<file path="src/hsv_pkg.sv">
// Package for the HSV to RGB converter: field widths, pixel structs,
// sextant codes and the divide-by-full-scale helper. No dependencies.
package hsv_pkg;

    localparam int CHANNEL_BITS = 8;
    localparam int HUE_W        = 13;
    localparam int REM_W        = 10;
    localparam int HUE_SEXTANT  = 960;
    localparam int HUE_FULL     = 6 * HUE_SEXTANT;

    localparam logic [CHANNEL_BITS-1:0] CHAN_MAX = {CHANNEL_BITS{1'b1}};
    localparam logic [2*CHANNEL_BITS-1:0] HALF_M =
        (2*CHANNEL_BITS)'((2**CHANNEL_BITS - 1) / 2);

    // q and t share the denominator M * 960
    localparam int DEN_W = CHANNEL_BITS + REM_W;
    localparam int unsigned DEN_I = (2**CHANNEL_BITS - 1) * HUE_SEXTANT;
    localparam logic [DEN_W-1:0] DEN = DEN_W'(DEN_I);
    localparam int X_W = 2 * CHANNEL_BITS + REM_W;
    localparam logic [X_W-1:0] HALF_DEN = X_W'(DEN_I / 2);

    // numerator after >>6 is divided by 15 with a floor reciprocal
    localparam int Y_W     = X_W - 6;
    localparam int RECIP_W = Y_W - 3;
    localparam int A_W     = Y_W - 3;
    localparam longint unsigned RECIP_L = (64'd1 << Y_W) / 15;
    localparam logic [RECIP_W-1:0] RECIP = RECIP_W'(RECIP_L);
    localparam int PROD_W  = Y_W + RECIP_W;

    localparam int SUM_W = 2 * CHANNEL_BITS + 1;

    typedef enum logic [2:0] {
        SEXT_RY = 3'd0,
        SEXT_YG = 3'd1,
        SEXT_GC = 3'd2,
        SEXT_CB = 3'd3,
        SEXT_BM = 3'd4,
        SEXT_MR = 3'd5
    } t_sextant;

    typedef struct packed {
        logic [HUE_W-1:0]        hue_angle;
        logic [CHANNEL_BITS-1:0] saturation;
        logic [CHANNEL_BITS-1:0] brightness;
    } t_hsv;

    typedef struct packed {
        logic [CHANNEL_BITS-1:0] red;
        logic [CHANNEL_BITS-1:0] green;
        logic [CHANNEL_BITS-1:0] blue;
    } t_rgb;

    // floor(a / (2^N - 1)), exact for a below (2^N - 1) * 2^N
    function automatic logic [CHANNEL_BITS-1:0] div_by_m(
        input logic [2*CHANNEL_BITS-1:0] a
    );
        logic [SUM_W-1:0] sum;
        sum = SUM_W'(a) + SUM_W'(a >> CHANNEL_BITS) + SUM_W'(1);
        return sum[2*CHANNEL_BITS-1:CHANNEL_BITS];
    endfunction

endpackage

</file>
<file path="src/hsv_den_div.sv">
// Three-stage pipelined divider by M * 960 (floor) for the q and t products.
// Depends on hsv_pkg.
module hsv_den_div
    import hsv_pkg::*;
(
    input  logic                    i_clk,
    input  logic [X_W-1:0]          i_num,
    output logic [CHANNEL_BITS-1:0] o_quo
);

    logic [Y_W-1:0]          r_y;
    logic [PROD_W-1:0]       r_prod;
    logic [A_W-1:0]          r_a;
    logic [CHANNEL_BITS-1:0] r_quo;

    logic [Y_W-1:0] y;
    logic [A_W-1:0] q0;
    logic [Y_W-1:0] resid;
    logic [A_W-1:0] n_a;

    // /64 is a shift; /15 by reciprocal, low by at most one
    assign y = i_num[X_W-1:6];

    always_comb begin
        q0    = r_prod[PROD_W-1:Y_W];
        resid = r_y - ((Y_W'(q0) << 4) - Y_W'(q0));
        n_a   = (resid >= Y_W'(15)) ? q0 + A_W'(1) : q0;
    end

    always_ff @(posedge i_clk) begin
        r_y    <= y;
        r_prod <= PROD_W'(y) * PROD_W'(RECIP);
        r_a    <= n_a;
        r_quo  <= div_by_m(r_a[2*CHANNEL_BITS-1:0]);
    end

    assign o_quo = r_quo;

endmodule

</file>
<file path="src/hsv_to_rgb_converter.sv">
// HSV to RGB pixel converter, top level.
// Depends on hsv_pkg and hsv_den_div.
//
// Usage:
//   Input channel: drive i_hsv and raise start; the item is taken at a
//   rising edge where start is high and busy is low. busy is always low:
//   the pipeline takes one pixel every clock, back to back.
//   Output channel: o_valid marks a result on o_rgb for exactly one cycle.
//   The receiver cannot stall, so nothing ever backs up into the pipe.
//   The result shows on o_rgb in the cycle that begins when the 7th
//   register stage is loaded, and is taken at the edge that ends that
//   cycle. Throughput: 1 pixel per clock, set by the fully pipelined
//   datapath (one product layer per stage, reciprocal division spread
//   over three stages).
//   Stages: 1 hue fold and sextant split, 2 s*f products and p numerator,
//   3 v*(den - s*f) numerators and p divide, 4-6 divide by M*960 (two
//   instances, q and t), 7 channel routing into the output register.
//   Reset (i_rst_n low, synchronous) clears all valid bits; payload
//   registers are not reset. The block holds no state between pixels.
//   Zero saturation yields grey: all channels equal brightness.
module hsv_to_rgb_converter
    import hsv_pkg::*;
(
    input  logic i_clk,
    input  logic i_rst_n,
    input  logic start,
    output logic busy,
    input  t_hsv i_hsv,
    output logic o_valid,
    output t_rgb o_rgb
);

    localparam int DIV_LAT = 3;
    localparam int PRE_LAT = 3;
    localparam int VLD_N   = PRE_LAT + DIV_LAT;

    typedef struct packed {
        t_sextant                sext;
        logic [CHANNEL_BITS-1:0] val;
        logic [CHANNEL_BITS-1:0] p;
        logic                    grey;
    } t_side;

    localparam logic [HUE_W-1:0] H1 = HUE_W'(1 * HUE_SEXTANT);
    localparam logic [HUE_W-1:0] H2 = HUE_W'(2 * HUE_SEXTANT);
    localparam logic [HUE_W-1:0] H3 = HUE_W'(3 * HUE_SEXTANT);
    localparam logic [HUE_W-1:0] H4 = HUE_W'(4 * HUE_SEXTANT);
    localparam logic [HUE_W-1:0] H5 = HUE_W'(5 * HUE_SEXTANT);
    localparam logic [HUE_W-1:0] HF = HUE_W'(HUE_FULL);

    // valid bits for stages 1..6; output strobe separately
    logic [VLD_N-1:0] r_vld;
    logic             r_valid;

    // stage 1
    t_sextant                r_s1_sext;
    logic [REM_W-1:0]        r_s1_rem;
    logic [CHANNEL_BITS-1:0] r_s1_sat;
    logic [CHANNEL_BITS-1:0] r_s1_val;
    // stage 2
    t_sextant                r_s2_sext;
    logic [DEN_W-1:0]        r_s2_srem;
    logic [DEN_W-1:0]        r_s2_srt;
    logic [2*CHANNEL_BITS-1:0] r_s2_pp;
    logic [CHANNEL_BITS-1:0] r_s2_val;
    logic                    r_s2_grey;
    // stage 3
    logic [X_W-1:0]          r_s3_xq;
    logic [X_W-1:0]          r_s3_xt;
    t_side                   r_s3_side;
    // stages 4..6 sideband
    t_side                   r_side [DIV_LAT];
    // output
    t_rgb                    r_rgb;

    logic [HUE_W-1:0]        h;
    t_sextant                n_s1_sext;
    logic [HUE_W-1:0]        base;
    logic [CHANNEL_BITS-1:0] q_quo;
    logic [CHANNEL_BITS-1:0] t_quo;
    t_rgb                    n_rgb;
    t_side                   sd;

    assign busy = 1'b0;

    // stage 1: fold hue into the circle, pick sextant and remainder
    always_comb begin
        h = (i_hsv.hue_angle >= HF) ? '0 : i_hsv.hue_angle;
        if (h < H1) begin
            n_s1_sext = SEXT_RY;
            base      = '0;
        end else if (h < H2) begin
            n_s1_sext = SEXT_YG;
            base      = H1;
        end else if (h < H3) begin
            n_s1_sext = SEXT_GC;
            base      = H2;
        end else if (h < H4) begin
            n_s1_sext = SEXT_CB;
            base      = H3;
        end else if (h < H5) begin
            n_s1_sext = SEXT_BM;
            base      = H4;
        end else begin
            n_s1_sext = SEXT_MR;
            base      = H5;
        end
    end

    always_ff @(posedge i_clk) begin
        if (!i_rst_n) begin
            r_vld   <= '0;
            r_valid <= 1'b0;
        end else begin
            r_vld   <= {r_vld[VLD_N-2:0], start & ~busy};
            r_valid <= r_vld[VLD_N-1];
        end
    end

    always_ff @(posedge i_clk) begin
        // stage 1
        r_s1_sext <= n_s1_sext;
        r_s1_rem  <= REM_W'(h - base);
        r_s1_sat  <= i_hsv.saturation;
        r_s1_val  <= i_hsv.brightness;
        // stage 2: s*f, s*(1-f) scaled by 960, and v*(1-s) scaled by M
        r_s2_sext <= r_s1_sext;
        r_s2_srem <= DEN_W'(r_s1_sat) * DEN_W'(r_s1_rem);
        r_s2_srt  <= DEN_W'(r_s1_sat) * DEN_W'(REM_W'(HUE_SEXTANT) - r_s1_rem);
        r_s2_pp   <= (2*CHANNEL_BITS)'(r_s1_val) * (2*CHANNEL_BITS)'(CHAN_MAX - r_s1_sat);
        r_s2_val  <= r_s1_val;
        r_s2_grey <= (r_s1_sat == '0);
        // stage 3: rounded numerators, p finishes here
        r_s3_xq        <= X_W'(r_s2_val) * X_W'(DEN - r_s2_srem) + HALF_DEN;
        r_s3_xt        <= X_W'(r_s2_val) * X_W'(DEN - r_s2_srt) + HALF_DEN;
        r_s3_side.sext <= r_s2_sext;
        r_s3_side.val  <= r_s2_val;
        r_s3_side.p    <= div_by_m(r_s2_pp + HALF_M);
        r_s3_side.grey <= r_s2_grey;
        // sideband rides along with the dividers
        r_side[0] <= r_s3_side;
        for (int i = 1; i < DIV_LAT; i++) begin
            r_side[i] <= r_side[i-1];
        end
        r_rgb <= n_rgb;
    end

    hsv_den_div u_div_q (
        .i_clk (i_clk),
        .i_num (r_s3_xq),
        .o_quo (q_quo)
    );

    hsv_den_div u_div_t (
        .i_clk (i_clk),
        .i_num (r_s3_xt),
        .o_quo (t_quo)
    );

    // stage 7: route v, p, q, t by sextant, or v to all channels when grey
    always_comb begin
        sd = r_side[DIV_LAT-1];
        if (sd.grey) begin
            n_rgb = '{red: sd.val, green: sd.val, blue: sd.val};
        end else begin
            case (sd.sext)
                SEXT_RY: n_rgb = '{red: sd.val, green: t_quo,  blue: sd.p};
                SEXT_YG: n_rgb = '{red: q_quo,  green: sd.val, blue: sd.p};
                SEXT_GC: n_rgb = '{red: sd.p,   green: sd.val, blue: t_quo};
                SEXT_CB: n_rgb = '{red: sd.p,   green: q_quo,  blue: sd.val};
                SEXT_BM: n_rgb = '{red: t_quo,  green: sd.p,   blue: sd.val};
                default: n_rgb = '{red: sd.val, green: sd.p,   blue: q_quo};
            endcase
        end
    end

    assign o_valid = r_valid;
    assign o_rgb   = r_rgb;

endmodule

</file>
<file path="config.mk">
export PLATFORM = sky130hd
export DESIGN_NAME = hsv_to_rgb_converter
export DESIGN_NICKNAME = d
export VERILOG_FILES = /design/src/hsv_pkg.sv /design/src/hsv_den_div.sv /design/src/hsv_to_rgb_converter.sv
export SDC_FILE = /design/constraint.sdc
export NUM_CORES = 2
export LEC_CHECK = 0
export BUFFER_PORTS_ARGS = -buffer_cell sky130_fd_sc_hd__buf_2
export CORE_MARGIN = 4
export CORE_UTILIZATION = 45
export DETAILED_ROUTE_END_ITERATION = 10
export HOLD_SLACK_MARGIN = 0.02
export MAX_ROUTING_LAYER = met4
export PLACE_DENSITY_LB_ADDON = 0.2
export RECOVER_POWER = 25
export REMOVE_ABC_BUFFERS = 1
export SLEW_MARGIN = 20
export SYNTH_ARGS = -nofsm -noshare
export SYNTH_HDL_FRONTEND = slang
export SYNTH_SLANG_ARGS = --single-unit
</file>
<file path="constraint.sdc">
create_clock -name i_clk -period 10.5 [get_ports i_clk]
set_input_delay 1.05 -clock i_clk [delete_from_list [all_inputs] [get_ports i_clk]]
set_output_delay 1.05 -clock i_clk [all_outputs]
set_load 0.005 [all_outputs]
</file>
==> metrics.txt <==
CTS Hold Bufs=0; DRT Pass-1 Iters=5; synth unique cells=87; Initial Util=45.7%; final setup fails=0; dpl cell area=0.0391 mm2; Worst setup EP type=register; CP Max Fanout=13; initial antenna violation count=4; Total Wirelength=77.4 mm; Synth Instances=4106; clk_skew=0.0293 ns; CTS tree=done; HP Class=register to register; Chip Height=297 um; reg2reg start=r_s2_srt[0]; post-CTS sizing=0; hold_sp=r_s3_side[17]; vias in the first global route=27000; ys async rst share=0%; Clock transition at path regs=0.06 ns; via/cell ratio=5.05; Via Count=26300; CP Class=register to register; final slew viol count=0; CP Launch Point=r_s2_srt[0]; headroom to the max-slew limit=27.3%; ratio of cells with drive above 1 in the final layout=4.46%; CTS Buf Count=42; Tcrit/Tclk final=73.1%; sequential area share after synthesis=19.4%; Achievable Freq=130 MHz; Ports=58; Overflow after GRT=0; worst path arrival time=8.11 ns; Max-Cap Viols=0; clock sinks=365; syn_area_per_cell=9.18 um2; dpl hpwl=62.3 mm; RSZ-0062 raised after global routing=false; Final Instance Area=0.0405 mm2; yosys warns=0; largest net degree at the start of global routing=40; Worst-Margin Slew=1.08 ns; Synth Flop Type=dfxtp_1; DR iter-0 viols=1174; # rows=105; Final Hold Viols=0; status=finished, final reports clean; r2r setup slk=2.83 ns; RD Place Congestion=0.865; H-Tree Depth=2; Routed Antenna Nets=0; number of synthesized flops with an enable pin=0; nets=5124; CORE AREA=0.0825 mm2; # DRC=0; die width=297 um; total track usage=18.5%; later-pin clock latency in the skew report=0.58 ns; Die ar.=0.0885 mm2; Post-Syn Area=0.0377 mm2; smallest hold slack=0.317 ns; CTS root buf=clkbuf_16; WL per Instance=14.8 um; Critical Path RT=10.93 ns; PortBufs=56; crit start category=register; final setup TNS=0 ns; CTS max path bufs=3; synthesis-stage register bit count=365; Syn-to-layout area delta=7.44%; fin crit period=7.67 ns; first-pass GRT wire length=134 mm; Post-CTS Setup Inserts=0
## sequential cells by signal (all words and copies together) (netlist names), 17 cells and up
name            flops
o_rgb              24
r_s2_srem          17
r_s2_srt           18
r_s3_side          20
r_s3_xq            20
r_s3_xt            20
r_side             60
u_div_q.r_prod     17
u_div_q.r_y        20
u_div_t.r_prod     17
u_div_t.r_y        20
## synth_stat cells, types with 10 or more instances
cell type,number,area share [%]
a21boi_0,18,0.36
a21o_1,31,0.62
a21oi_1,146,1.9
a31oi_1,22,0.37
and2_1,247,4.1
and3_1,30,0.50
and4_1,10,0.23
clkbuf_1,107,1.1
dfxtp_1,365,19
fa_1,471,25
ha_1,505,17
inv_1,775,7.7
mux2i_1,15,0.40
nand2_1,364,3.6
nand2b_1,55,0.91
nand3_1,42,0.56
nand4_1,17,0.28
nor2_1,150,1.5
nor2b_1,62,1.0
nor3_1,55,0.73
nor3b_1,13,0.26
nor4_1,14,0.23
o211ai_1,11,0.22
o21a_1,30,0.60
o21ai_0,94,1.2
o21bai_1,10,0.20
o22ai_1,12,0.20
o311ai_1,11,0.26
o31ai_1,28,0.56
or2_2,13,0.22
or3_1,12,0.20
or4_1,10,0.20
xnor2_1,146,3.4
xor2_1,75,1.7
## routing by layer
metal | routed length (um) | GRT usage (%) | vias to the layer above
li1 | - | - | 13200
met1 | 37900 | 25.2 | 12700
met2 | 35800 | 30.2 | 359
met3 | 2510 | 1.95 | 63
met4 | 1190 | 3.55 | 0
met5 | 0 | - | -
## final timing paths
path                   end  cells past startpoint
max            r_s3_xq[25]                     25
min          r_side[0][17]                      0
max reg2reg    r_s3_xq[25]                     25
min reg2reg  r_side[0][17]                      0
## layout by cell type, fill, tap and decap left out, types with 13 or more instances in the layout
cell	count
nand2_1	364
fa_1	471
a21o_1	31
ha_1	505
clkbuf_16	42
and2_1	247
o31ai_1	27
nor4_1	14
a31oi_1	22
nor3b_1	13
nor2b_1	62
o21a_1	30
mux2i_1	15
xor2_1	75
buf_4	24
xnor2_1	146
o21ai_0	94
inv_1	775
and3_1	30
a21boi_0	18
buf_2	56
nand4_1	17
nor3_1	55
nand3_1	42
or2_2	13
nor2_1	150
dfxtp_1	365
a21oi_1	146
nand2b_1	55
## through the flow
step	utilization [%]	setup WS, ns	cells
2_1_floorplan	-	3.61	3992
3_3_place_gp	47.3	2.90	5142
3_5_place_dp	47.3	2.81	5142
4_1_cts	49.1	2.76	5216
5_1_grt	49.1	2.15	5219
6_report	49.1	2.83	5220
## logic make-up (layout without fill, tap and decap cells)
kind of cell,Yosys count,after routing,synth area share [%]
buf+inv,890,930,8.89
xor+xnor,222,222,5.20
compound gates,524,524,9.30
flops,365,365,19.4
fa+ha+maj,976,976,41.8
simple gates,1108,1108,14.9
other cells,1,5,0.00995
mux,20,20,0.548
## area by class of cell
cell class,instances,area [um2]
diodes,4,10.0
clock buffers,54,1180
clock inverters,20,256
fillers,7816,42000
inverters,776,2910
multi-input cells,2851,27000
flip-flops and latches,365,7310
well taps,1070,1340
repair buffers,80,460
## worst max-delay path, stage by stage, from the launching register on
cell and delay [ns]:
dfxtp_1 0.43, inv_1 0.16, ha_1 0.19, inv_1 0.06, or3_1 0.38, xor2_1 0.42, nand2_1 0.15, fa_1 0.53
fa_1 0.51, inv_1 0.04, ha_1 0.26, inv_1 0.05, fa_1 0.49, fa_1 0.40, or4b_2 0.63, or2_2 0.32
fa_1 0.46, nor2b_1 0.13, o21ai_0 0.10, a21boi_0 0.34, o31ai_1 0.18, a211oi_1 0.47, a2111oi_0 0.30, o31ai_1 0.31
a21oi_1 0.12, xnor2_1 0.13
Power is left out: the tool's default activity adds up to more than one toggle a clock period on the data nets, which glitch-free logic cannot reach.
